**config.mk**
```make
export PLATFORM = sky130hd
export DESIGN_NAME = move_to_front_list_flat
export DESIGN_NICKNAME = d
export VERILOG_FILES = /design/src/hdl/mtf_pkg.sv /design/src/hdl/mtf_chan_if.sv /design/src/hdl/mtf_ctrl.sv /design/src/hdl/mtf_dp.sv /design/src/hdl/move_to_front_list.sv /design/src/flat_wrapper.sv
export VERILOG_INCLUDE_DIRS = /design/src /design/src/hdl
export SDC_FILE = /design/constraint.sdc
export NUM_CORES = 2
export LEC_CHECK = 0
export BUFFER_PORTS_ARGS = -buffer_cell sky130_fd_sc_hd__buf_4
export CORE_UTILIZATION = 59
export DETAILED_ROUTE_END_ITERATION = 7
export GPL_ROUTABILITY_DRIVEN = 0
export PLACE_DENSITY = 0.84
export SLEW_MARGIN = 10
export SYNTH_ARGS = -nofsm -noshare
export SYNTH_HDL_FRONTEND = slang
export SYNTH_SLANG_ARGS = --single-unit
```
**constraint.sdc**
```tcl
create_clock -name i_clk -period 7.6 [get_ports i_clk]
set_clock_uncertainty 0.15 [all_clocks]
set_input_delay 0.76 -clock i_clk [delete_from_list [all_inputs] [get_ports i_clk]]
set_output_delay 0.76 -clock i_clk [all_outputs]
set_load 0.01 [all_outputs]
```
**src/hdl/assert_macros.svh**
```systemverilog
// ----------------------------------------------------------------------------
// Assertion macros
// Shared concurrent assertion wrappers, clocked and disabled in reset.
// ----------------------------------------------------------------------------
`ifndef ASSERT_MACROS_SVH
`define ASSERT_MACROS_SVH

// condition holds at every edge out of reset
`define ASSERT_ALWAYS(lbl, clk, rst_n, cond, msg) \
    lbl: assert property (@(posedge clk) disable iff (!rst_n) (cond)) else $error(msg);

// antecedent implies consequent in the same cycle
`define ASSERT_IMPL(lbl, clk, rst_n, ante, cons, msg) \
    lbl: assert property (@(posedge clk) disable iff (!rst_n) (ante) |-> (cons)) \
        else $error(msg);

// antecedent implies consequent in the next cycle
`define ASSERT_NEXT(lbl, clk, rst_n, ante, cons, msg) \
    lbl: assert property (@(posedge clk) disable iff (!rst_n) (ante) |=> (cons)) \
        else $error(msg);

`endif

```
**src/hdl/mtf_pkg.sv**
```systemverilog
// ----------------------------------------------------------------------------
// Move-to-front list package
// Widths, register map, beat types and controller/datapath bundles.
// ----------------------------------------------------------------------------
`default_nettype none

package mtf_pkg;

    localparam int ITEM_W = 7;
    localparam int CNT_W  = 7;
    localparam int APB_AW = 3;
    localparam int APB_DW = 32;

    localparam logic [CNT_W-1:0] COUNT_RST = 7'd64;

    localparam logic [APB_AW-3:0] REG_ITEM_COUNT = 1'b0;

    localparam logic KIND_MOVE = 1'b0;
    localparam logic KIND_DUMP = 1'b1;

    typedef struct packed {
        logic              kind;
        logic [ITEM_W-1:0] item;
    } t_in_beat;

    typedef struct packed {
        logic [ITEM_W-1:0] item_res;
        logic              last;
    } t_out_beat;

    typedef struct packed {
        logic load_move;
        logic mv1;
        logic mv2;
        logic mv3;
        logic dump_start;
        logic dump_emit;
    } t_mtf_cmd;

    typedef struct packed {
        logic is_dump;
        logic move_ok;
        logic slot_free;
        logic dump_last;
    } t_mtf_sts;

endpackage

`default_nettype wire

```
**src/hdl/mtf_chan_if.sv**
```systemverilog
// ----------------------------------------------------------------------------
// Valid/ready channel
// One beat per edge with valid and ready high; payload type set per instance.
// ----------------------------------------------------------------------------
`default_nettype none

interface mtf_chan_if #(
    parameter type T = logic
) ();
    logic valid;
    logic ready;
    T     data;

    modport source (output valid, output data, input ready);
    modport sink   (input valid, input data, output ready);
endinterface

`default_nettype wire

```
**src/hdl/mtf_ctrl.sv**
```systemverilog
// ----------------------------------------------------------------------------
// Move-to-front controller
// Sequences link updates of a move and the walk of a dump.
// ----------------------------------------------------------------------------
`default_nettype none
`include "assert_macros.svh"

module mtf_ctrl (
    input  wire logic              i_clk,
    input  wire logic              i_rst_n,
    input  wire logic              i_in_valid,
    output logic                   o_in_ready,
    input  wire mtf_pkg::t_mtf_sts i_sts,
    output mtf_pkg::t_mtf_cmd      o_cmd
);
    import mtf_pkg::*;

    localparam logic [2:0] ST_IDLE = 3'd0;
    localparam logic [2:0] ST_MV1  = 3'd1;
    localparam logic [2:0] ST_MV2  = 3'd2;
    localparam logic [2:0] ST_MV3  = 3'd3;
    localparam logic [2:0] ST_DUMP = 3'd4;

    logic [2:0] r_state;
    logic [2:0] n_state;
    logic       accept;

    assign o_in_ready = (r_state == ST_IDLE);
    assign accept     = i_in_valid && o_in_ready;

    always_comb begin
        n_state = r_state;
        o_cmd   = '0;
        unique case (r_state)
            ST_IDLE: begin
                if (accept) begin
                    if (i_sts.is_dump) begin
                        o_cmd.dump_start = 1'b1;
                        n_state          = ST_DUMP;
                    end else if (i_sts.move_ok) begin
                        o_cmd.load_move = 1'b1;
                        n_state         = ST_MV1;
                    end
                end
            end
            ST_MV1: begin
                o_cmd.mv1 = 1'b1;
                n_state   = ST_MV2;
            end
            ST_MV2: begin
                o_cmd.mv2 = 1'b1;
                n_state   = ST_MV3;
            end
            ST_MV3: begin
                o_cmd.mv3 = 1'b1;
                n_state   = ST_IDLE;
            end
            ST_DUMP: begin
                if (i_sts.slot_free) begin
                    o_cmd.dump_emit = 1'b1;
                    if (i_sts.dump_last) begin
                        n_state = ST_IDLE;
                    end
                end
            end
            default: begin
                n_state = ST_IDLE;
            end
        endcase
    end

    always_ff @(posedge i_clk) begin
        if (!i_rst_n) begin
            r_state <= ST_IDLE;
        end else begin
            r_state <= n_state;
        end
    end

    `ASSERT_NEXT(a_mv_seq, i_clk, i_rst_n, r_state == ST_MV1, r_state == ST_MV2, "move sequence broken")
    `ASSERT_NEXT(a_dump_end, i_clk, i_rst_n, o_cmd.dump_emit && i_sts.dump_last, r_state == ST_IDLE, "dump did not end on last beat")

endmodule

`default_nettype wire

```
**src/hdl/mtf_dp.sv**
```systemverilog
// ----------------------------------------------------------------------------
// Move-to-front datapath
// Link memories with per-entry valid bits, head/tail, dump walk, out register.
// ----------------------------------------------------------------------------
`default_nettype none
`include "assert_macros.svh"

module mtf_dp #(
    parameter int MAX_ITEMS = 64
) (
    input  wire logic                            i_clk,
    input  wire logic                            i_rst_n,
    input  wire mtf_pkg::t_mtf_cmd               i_cmd,
    output mtf_pkg::t_mtf_sts                    o_sts,
    input  wire mtf_pkg::t_in_beat               i_in_beat,
    input  wire logic                            i_out_ready,
    output logic                                 o_out_valid,
    output mtf_pkg::t_out_beat                   o_out_beat,
    input  wire logic                            i_cfg_we,
    input  wire logic [mtf_pkg::CNT_W-1:0]       i_cfg_data,
    output logic [mtf_pkg::CNT_W-1:0]            o_count
);
    import mtf_pkg::*;

    localparam int                IDX_W   = $clog2(MAX_ITEMS);
    localparam logic [CNT_W-1:0]  MAX_CNT = CNT_W'(MAX_ITEMS);

    function automatic logic [CNT_W-1:0] f_clamp(input logic [CNT_W-1:0] c);
        logic [CNT_W-1:0] r;
        r = c;
        if (c == '0) begin
            r = CNT_W'(1);
        end else if (c > MAX_CNT) begin
            r = MAX_CNT;
        end
        return r;
    endfunction

    function automatic logic [IDX_W-1:0] f_idx(input logic [ITEM_W-1:0] it);
        logic [ITEM_W-1:0] t;
        t = it - ITEM_W'(1);
        return t[IDX_W-1:0];
    endfunction

    logic [ITEM_W-1:0] r_next_mem [MAX_ITEMS];
    logic [ITEM_W-1:0] r_prev_mem [MAX_ITEMS];
    logic [MAX_ITEMS-1:0] r_next_vld;
    logic [MAX_ITEMS-1:0] r_prev_vld;

    logic [ITEM_W-1:0] r_next_rd;
    logic [ITEM_W-1:0] r_prev_rd;
    logic              r_next_rv;
    logic              r_prev_rv;
    logic [IDX_W-1:0]  r_next_ri;
    logic [IDX_W-1:0]  r_prev_ri;

    logic [CNT_W-1:0]  r_count;
    logic [ITEM_W-1:0] r_head;
    logic [ITEM_W-1:0] r_tail;
    logic [ITEM_W-1:0] r_x;
    logic              r_first;
    logic [CNT_W-1:0]  r_k;
    logic              r_out_valid;
    t_out_beat         r_out;

    logic [CNT_W-1:0]  n_act;
    logic [ITEM_W-1:0] ri_item;
    logic [ITEM_W-1:0] next_eff;
    logic [ITEM_W-1:0] prev_eff;
    logic [ITEM_W-1:0] cur;

    logic              next_we;
    logic [IDX_W-1:0]  next_wa;
    logic [ITEM_W-1:0] next_wd;
    logic              prev_we;
    logic [IDX_W-1:0]  prev_wa;
    logic [ITEM_W-1:0] prev_wd;
    logic              next_re;
    logic [IDX_W-1:0]  next_ra;
    logic              prev_re;
    logic [IDX_W-1:0]  prev_ra;

    assign n_act    = f_clamp(r_count);
    assign ri_item  = ITEM_W'(r_next_ri) + ITEM_W'(1);
    assign next_eff = r_next_rv ? r_next_rd
                    : ((ri_item < n_act) ? ri_item + ITEM_W'(1) : '0);
    assign prev_eff = r_prev_rv ? r_prev_rd : ITEM_W'(r_prev_ri);
    assign cur      = r_first ? r_head : next_eff;

    assign o_sts.is_dump   = (i_in_beat.kind == KIND_DUMP);
    assign o_sts.move_ok   = (i_in_beat.item != '0) && (i_in_beat.item <= n_act)
                          && (i_in_beat.item != r_head);
    assign o_sts.slot_free = !r_out_valid || i_out_ready;
    assign o_sts.dump_last = (r_k == n_act - CNT_W'(1));

    assign next_re = i_cmd.load_move || i_cmd.dump_emit;
    assign next_ra = i_cmd.load_move ? f_idx(i_in_beat.item) : f_idx(cur);
    assign prev_re = i_cmd.load_move;
    assign prev_ra = f_idx(i_in_beat.item);

    // link rewrites: prev_eff is the predecessor, next_eff the successor
    always_comb begin
        next_we = 1'b0;
        next_wa = '0;
        next_wd = '0;
        prev_we = 1'b0;
        prev_wa = '0;
        prev_wd = '0;
        if (i_cmd.mv1) begin
            next_we = 1'b1;
            next_wa = f_idx(prev_eff);
            next_wd = next_eff;
            prev_we = 1'b1;
            prev_wa = f_idx(r_x);
            prev_wd = '0;
        end else if (i_cmd.mv2) begin
            next_we = 1'b1;
            next_wa = f_idx(r_x);
            next_wd = r_head;
            prev_we = (r_x != r_tail);
            prev_wa = f_idx(next_eff);
            prev_wd = prev_eff;
        end else if (i_cmd.mv3) begin
            prev_we = 1'b1;
            prev_wa = f_idx(r_head);
            prev_wd = r_x;
        end
    end

    always_ff @(posedge i_clk) begin
        if (next_we) begin
            r_next_mem[next_wa] <= next_wd;
        end
        if (prev_we) begin
            r_prev_mem[prev_wa] <= prev_wd;
        end
        if (next_re) begin
            r_next_rd <= r_next_mem[next_ra];
            r_next_rv <= r_next_vld[next_ra];
            r_next_ri <= next_ra;
        end
        if (prev_re) begin
            r_prev_rd <= r_prev_mem[prev_ra];
            r_prev_rv <= r_prev_vld[prev_ra];
            r_prev_ri <= prev_ra;
        end
        if (i_cmd.load_move) begin
            r_x <= i_in_beat.item;
        end
        if (i_cmd.dump_emit) begin
            r_out.item_res <= cur;
            r_out.last     <= o_sts.dump_last;
        end
    end

    always_ff @(posedge i_clk) begin
        if (!i_rst_n) begin
            r_count     <= COUNT_RST;
            r_head      <= ITEM_W'(1);
            r_tail      <= ITEM_W'(f_clamp(COUNT_RST));
            r_next_vld  <= '0;
            r_prev_vld  <= '0;
            r_first     <= 1'b0;
            r_k         <= '0;
            r_out_valid <= 1'b0;
        end else begin
            if (i_cfg_we) begin
                r_count    <= i_cfg_data;
                r_head     <= ITEM_W'(1);
                r_tail     <= ITEM_W'(f_clamp(i_cfg_data));
                r_next_vld <= '0;
                r_prev_vld <= '0;
            end else begin
                if (next_we) begin
                    r_next_vld[next_wa] <= 1'b1;
                end
                if (prev_we) begin
                    r_prev_vld[prev_wa] <= 1'b1;
                end
                if (i_cmd.mv3) begin
                    r_head <= r_x;
                    if (r_x == r_tail) begin
                        r_tail <= prev_eff;
                    end
                end
            end
            if (i_cmd.dump_start) begin
                r_first <= 1'b1;
                r_k     <= '0;
            end else if (i_cmd.dump_emit) begin
                r_first <= 1'b0;
                r_k     <= r_k + CNT_W'(1);
            end
            if (i_cmd.dump_emit) begin
                r_out_valid <= 1'b1;
            end else if (i_out_ready) begin
                r_out_valid <= 1'b0;
            end
        end
    end

    assign o_out_valid = r_out_valid;
    assign o_out_beat  = r_out;
    assign o_count     = r_count;

    `ASSERT_ALWAYS(a_head_range, i_clk, i_rst_n, (r_head != '0) && (r_head <= n_act), "head out of range")
    `ASSERT_IMPL(a_emit_slot, i_clk, i_rst_n, i_cmd.dump_emit, !r_out_valid || i_out_ready, "dump beat overwrites pending output")

endmodule

`default_nettype wire

```
**src/hdl/move_to_front_list.sv**
```systemverilog
// ----------------------------------------------------------------------------
// Move-to-front list
// Ordered list of items 1..N as a doubly linked list; move to front, dump.
//
//   channel   dir   beat / access             fields
//   i_in      in    valid/ready               kind, item
//   o_out     out   valid/ready               item_res, last
//   apb       in    psel/penable, pready=1    item_count at 0x0
//
// A move is accepted with link reads, then writes links in states MV1, MV2, MV3.
// An ignored move (bad item or head item) is accepted with no link writes.
// A dump is accepted to start the walk, then gives one beat per cycle from
// the next link memory read port while o_out is not stalled; a stall holds
// the walk. Reset and an item_count write clear the link valid bits together;
// no clearing pass, the block accepts the next cycle.
// ----------------------------------------------------------------------------
`default_nettype none

module move_to_front_list #(
    parameter int MAX_ITEMS = 64
) (
    input  wire logic                         i_clk,
    input  wire logic                         i_rst_n,
    mtf_chan_if.sink                          i_in,
    mtf_chan_if.source                        o_out,
    input  wire logic                         psel,
    input  wire logic                         penable,
    input  wire logic                         pwrite,
    input  wire logic [mtf_pkg::APB_AW-1:0]   paddr,
    input  wire logic [mtf_pkg::APB_DW-1:0]   pwdata,
    output logic [mtf_pkg::APB_DW-1:0]        prdata,
    output logic                              pready
);
    import mtf_pkg::*;

    t_in_beat         in_beat;
    t_out_beat        out_beat;
    t_mtf_cmd         cmd;
    t_mtf_sts         sts;
    logic             in_ready;
    logic             out_valid;
    logic             reg_hit;
    logic             cfg_we;
    logic [CNT_W-1:0] count;

    assign in_beat.kind = i_in.data.kind;
    assign in_beat.item = i_in.data.item;
    assign i_in.ready   = in_ready;

    assign o_out.valid         = out_valid;
    assign o_out.data.item_res = out_beat.item_res;
    assign o_out.data.last     = out_beat.last;

    assign reg_hit = (paddr[APB_AW-1:2] == REG_ITEM_COUNT);
    assign cfg_we  = psel && penable && pwrite && reg_hit;
    assign pready  = 1'b1;
    assign prdata  = reg_hit ? {(APB_DW-CNT_W)'(0), count} : '0;

    mtf_ctrl u_ctrl (
        .i_clk      (i_clk),
        .i_rst_n    (i_rst_n),
        .i_in_valid (i_in.valid),
        .o_in_ready (in_ready),
        .i_sts      (sts),
        .o_cmd      (cmd)
    );

    mtf_dp #(
        .MAX_ITEMS (MAX_ITEMS)
    ) u_dp (
        .i_clk       (i_clk),
        .i_rst_n     (i_rst_n),
        .i_cmd       (cmd),
        .o_sts       (sts),
        .i_in_beat   (in_beat),
        .i_out_ready (o_out.ready),
        .o_out_valid (out_valid),
        .o_out_beat  (out_beat),
        .i_cfg_we    (cfg_we),
        .i_cfg_data  (pwdata[CNT_W-1:0]),
        .o_count     (count)
    );

endmodule

`default_nettype wire

```
**src/flat_wrapper.sv**
```systemverilog
// flat-port wrapper written by rule: the top's interface ports become plain ports
module move_to_front_list_flat import mtf_pkg::*;
#(
    parameter int MAX_ITEMS = 64
)
  (i_clk, i_rst_n, psel, penable, pwrite, paddr, pwdata, prdata, pready, i_in_valid, i_in_data, i_in_ready, o_out_valid, o_out_data, o_out_ready);
  mtf_chan_if #(.T(t_in_beat)) i_in_i ();
  mtf_chan_if #(.T(t_out_beat)) o_out_i ();
  input  wire logic i_clk;
  input  wire logic i_rst_n;
  input  wire logic psel;
  input  wire logic penable;
  input  wire logic pwrite;
  input  wire logic [mtf_pkg::APB_AW-1:0] paddr;
  input  wire logic [mtf_pkg::APB_DW-1:0] pwdata;
  output logic [mtf_pkg::APB_DW-1:0] prdata;
  output logic pready;
  input wire logic [$bits(i_in_i.valid)-1:0] i_in_valid;
  input wire logic [$bits(i_in_i.data)-1:0] i_in_data;
  output wire logic [$bits(i_in_i.ready)-1:0] i_in_ready;
  output wire logic [$bits(o_out_i.valid)-1:0] o_out_valid;
  output wire logic [$bits(o_out_i.data)-1:0] o_out_data;
  input wire logic [$bits(o_out_i.ready)-1:0] o_out_ready;
  assign i_in_i.valid = i_in_valid;
  assign i_in_i.data = i_in_data;
  assign i_in_ready = i_in_i.ready;
  assign o_out_valid = o_out_i.valid;
  assign o_out_data = o_out_i.data;
  assign o_out_i.ready = o_out_ready;
  move_to_front_list #(.MAX_ITEMS(MAX_ITEMS)) u_core (.i_clk(i_clk), .i_rst_n(i_rst_n), .i_in(i_in_i), .o_out(o_out_i), .psel(psel), .penable(penable), .pwrite(pwrite), .paddr(paddr), .pwdata(pwdata), .prdata(prdata), .pready(pready));
endmodule
```
==> impl_metrics.yaml <==
synth:
  synth.cell_area_um2: 44700
  ys_seq_area_frac: 0.703
  syn_area_per_cell_um2: 15.5
  synth_seq_cells: 1100
  ys.warnings.count: 0
  ys.flop_type: "edfxtp_1"
  synthArstFlopShare: 0
  synth-edff-count: 939
  synth.distinct_cells: 91
  synth_cells: 2880
cells_and_area:
  fillers: 4478
  num-nets-final: 2991
  syn_to_final_growth_pct: 10.9
  final_layout_size_suffix_gt1_frac: 0.160
  stdcell_area_um2: 49600
  diodes: 0
  final_common_cell: "edfxtp_1"
  final_cell_mix: "edfxtp_1 (939), nor2_1 (296), nand2_1 (265)"
sta:
  rsz0062_at_grt: "false"
  tightestPinTransition_ns: 1.24
  setup-tns-final_ns: 0
  setup_slack_ns: 0.817
  hold_viol: 0
  slew_headroom: 0.173
  fmax_mhz: 147
  setup_viol: 0
  drv_slew: 0
  period_minus_slack_ns: 6.78
  post-route-period-util: 0.892
route:
  vias_per_cell: 6.88
  drc: 0
  first_pass_iters: 8
  drt_wl_total_um: 111000
  route.met2.wl_um: 53200
  ant_nets: 0
  detail_route.wl_per_cell_um: 27.8
  routed-wl-met3_um: 13200
  vias: 27300
  wl_met1_um: 39500
  drt_iter0_markers: 4195
  highest_layer: "met5"
run:
  cap_viol_max_count: 0
clock_tree:
  hold_buffers: 0
  htreeDepth: 3
  tritoncts: "done"
  cts-buffers-inserted: 101
  cts_num_sinks: 1100
  cts_setup_buffers: 0
  clk_path_buf_depth: 3
  path_clk_slew_ns: 0.07
  cts_resized: 0
  cts-root-buf: "clkbuf_16"
  clock_latency_ns: 0.69
critical_path:
  r2r_cells: 21
  crit_required_ns: 7.90
  end_kind: "flip-flop"
  worstPathCellList: "ha_1 > nand3_1 > xor2_1 > inv_1 > ha_1 > a211oi_1 > nor2_1 > a211oi_2 > buf_4 > a22oi_1 > mux2_2 > ha_1 > or2_2 > a2111oi_0 > a311oi_1 > nand2_1 > o21ai_0 > or2_1 > a2111oi_0 > a211o_1 > nor3_2"
  r2r_end: "u_core.u_dp.r_next_rd[2]"
  arrival_ns: 7.08
  path_max_fanout: 16
  reg2reg_from: "u_core.u_dp.r_next_ri[0]"
  reg2reg_slack_ns: 0.82
  setup.worst_path.end: "u_core.u_dp.r_next_rd[2]"
  worstSetupStartpointType: "flip-flop"
  crit_top_cell: "ha_1"
  critPathMaxStageDelay_ns: 1.01
  worst-setup-path-type: "flip-flop to flip-flop"
  cp_slowest_cell: "a2111oi_0"
  crit_path_start: "u_core.u_dp.r_next_ri[0]"
floorplan:
  rows: 100
  dieArea_um2: 76900
  ios: 93
  initial_core_util: 0.599
  die_w_um: 277
  dieHeight_um: 277
  core_region_area_um2: 74700
placement:
  portBuffers: 39
  place_area_um2: 46000
  place_ws_ns: 1.25
  dp_hpwl_um: 64200
min_path:
  min_path_type: "input pin to flip-flop"
global_routing:
  grt_pass1_wl_um: 166000
  grt_antenna_before_repair: 1
  overflow: 0
  track_usage: 0.286
  grt_max_degree: 100
  grt_pass1_vias: 26600
power_and_ir_drop:
  ir_drop_mv: 0.498
  p_leak_nw: 16.2
  power.density_nw_per_um2: 361
status:
  status: "completed"
-- stage by stage --
stage / utilization / cells / total power, mW / hold WS (ns)
finish: 0.664 / 3974 / 17.9 / 0.170
CTS: 0.664 / 3974 / 17.7 / 0.154
global placement: 0.616 / 3782 / 12.1 / 0.291
global route: 0.664 / 3974 / 18.4 / 0.171
floorplan: - / 2904 / 10.8 / 0.285
detailed placement: 0.616 / 3782 / 12.3 / 0.299
-- synthesized netlist by cell type, types with 7 or more instances --
cell	instances	area share
a222oi_1	52	0.012
xor2_1	26	0.0051
a32oi_1	28	0.0055
ha_1	25	0.0070
mux2i_1	68	0.015
a221oi_1	25	0.0049
nand4_1	8	0.0011
nand2_1	266	0.022
buf_4	40	0.0067
nor3_2	8	0.0018
o21a_1	66	0.011
nand3b_1	10	0.0017
buf_1	10	0.00084
a211oi_1	23	0.0039
edfxtp_1	939	0.63
mux4_2	160	0.081
buf_6	14	0.0035
clkbuf_1	72	0.0060
nor2b_1	16	0.0022
a221oi_2	7	0.0024
o21ai_0	52	0.0058
a2111oi_0	10	0.0020
o21ai_1	11	0.0012
a211o_1	9	0.0018
a21oi_1	92	0.010
buf_2	45	0.0050
dfxtp_1	161	0.072
nor3_1	21	0.0024
a22o_1	20	0.0039
xnor2_1	30	0.0059
nand2b_1	9	0.0013
o211ai_1	13	0.0022
a22oi_1	40	0.0067
nor2_1	296	0.025
nand3_1	76	0.0085
inv_1	24	0.0020
a21boi_0	16	0.0027
-- where the power goes --
part           internal [mW]  switching, mW
logic                   1.79           3.82
clock network           3.11           2.28
registers               6.78         0.0945
-- cell type report --
class                   instances  area [um^2]  area share
clock inverters                54          739      0.0149
clock buffers                 138         2850      0.0575
repair buffers                 90          744      0.0150
well taps                     969         1210      0.0245
flip-flops and latches       1100        31400       0.634
inverters                      31          121     0.00245
multi-input cells            1592        12500       0.252
-- how the worst min path moves through the flow --
stage                               startpoint                         end  slack (ns)  cells after the start
finish                            i_in_data[6]          u_core.u_dp.r_x[6]        0.17                      1
global route                      i_in_data[6]          u_core.u_dp.r_x[6]        0.17                      1
CTS                               i_in_data[6]          u_core.u_dp.r_x[6]        0.15                      1
detailed placement  u_core.u_dp.r_prev_vld[30]  u_core.u_dp.r_prev_vld[30]        0.30                      1
global placement    u_core.u_dp.r_prev_vld[13]  u_core.u_dp.r_prev_vld[13]        0.29                      1
floorplan           u_core.u_dp.r_prev_vld[13]  u_core.u_dp.r_prev_vld[13]        0.29                      1
-- critical path: cells and delay by family (launching register included) --
family          cells  cell delay [ns]
fa+ha+maj           3             0.86
flops               1             0.65
xor+xnor            1             0.26
mux                 1             0.36
compound gates      8             2.68
simple gates        6             1.29
buf+inv             2             0.30
-- routing by layer --
metal | global-route usage | up-vias
met3 | 0.0552 | 381
li1 | - | 11300
met1 | 0.390 | 13500
met4 | 0.107 | 2
met5 | 0 | -
met2 | 0.460 | 2191
-- registers in the layout (all words and copies together) (netlist names), 8 cells and up --
signal                  flops
u_core.u_dp.r_next_mem    448
u_core.u_dp.r_prev_mem    448
u_core.u_dp.r_next_vld     64
u_core.u_dp.r_prev_vld     64
u_core.u_dp.o_out_beat      8
-- cell families after synthesis --
| family | Yosys count | share of synthesized area |
|---|---|---|
| xor gates and xnor gates | 56 | 0.0110 |
| DFF | 1100 | 0.703 |
| adders and majority gates | 25 | 0.00699 |
| muxes | 231 | 0.0966 |
| buffers and inverters | 212 | 0.0249 |
| AOI/OAI and AO/OA | 507 | 0.0853 |
| and+or+nand+nor | 747 | 0.0726 |
| other | 2 | 0.000168 |
(Power assumes the default switching activity.)
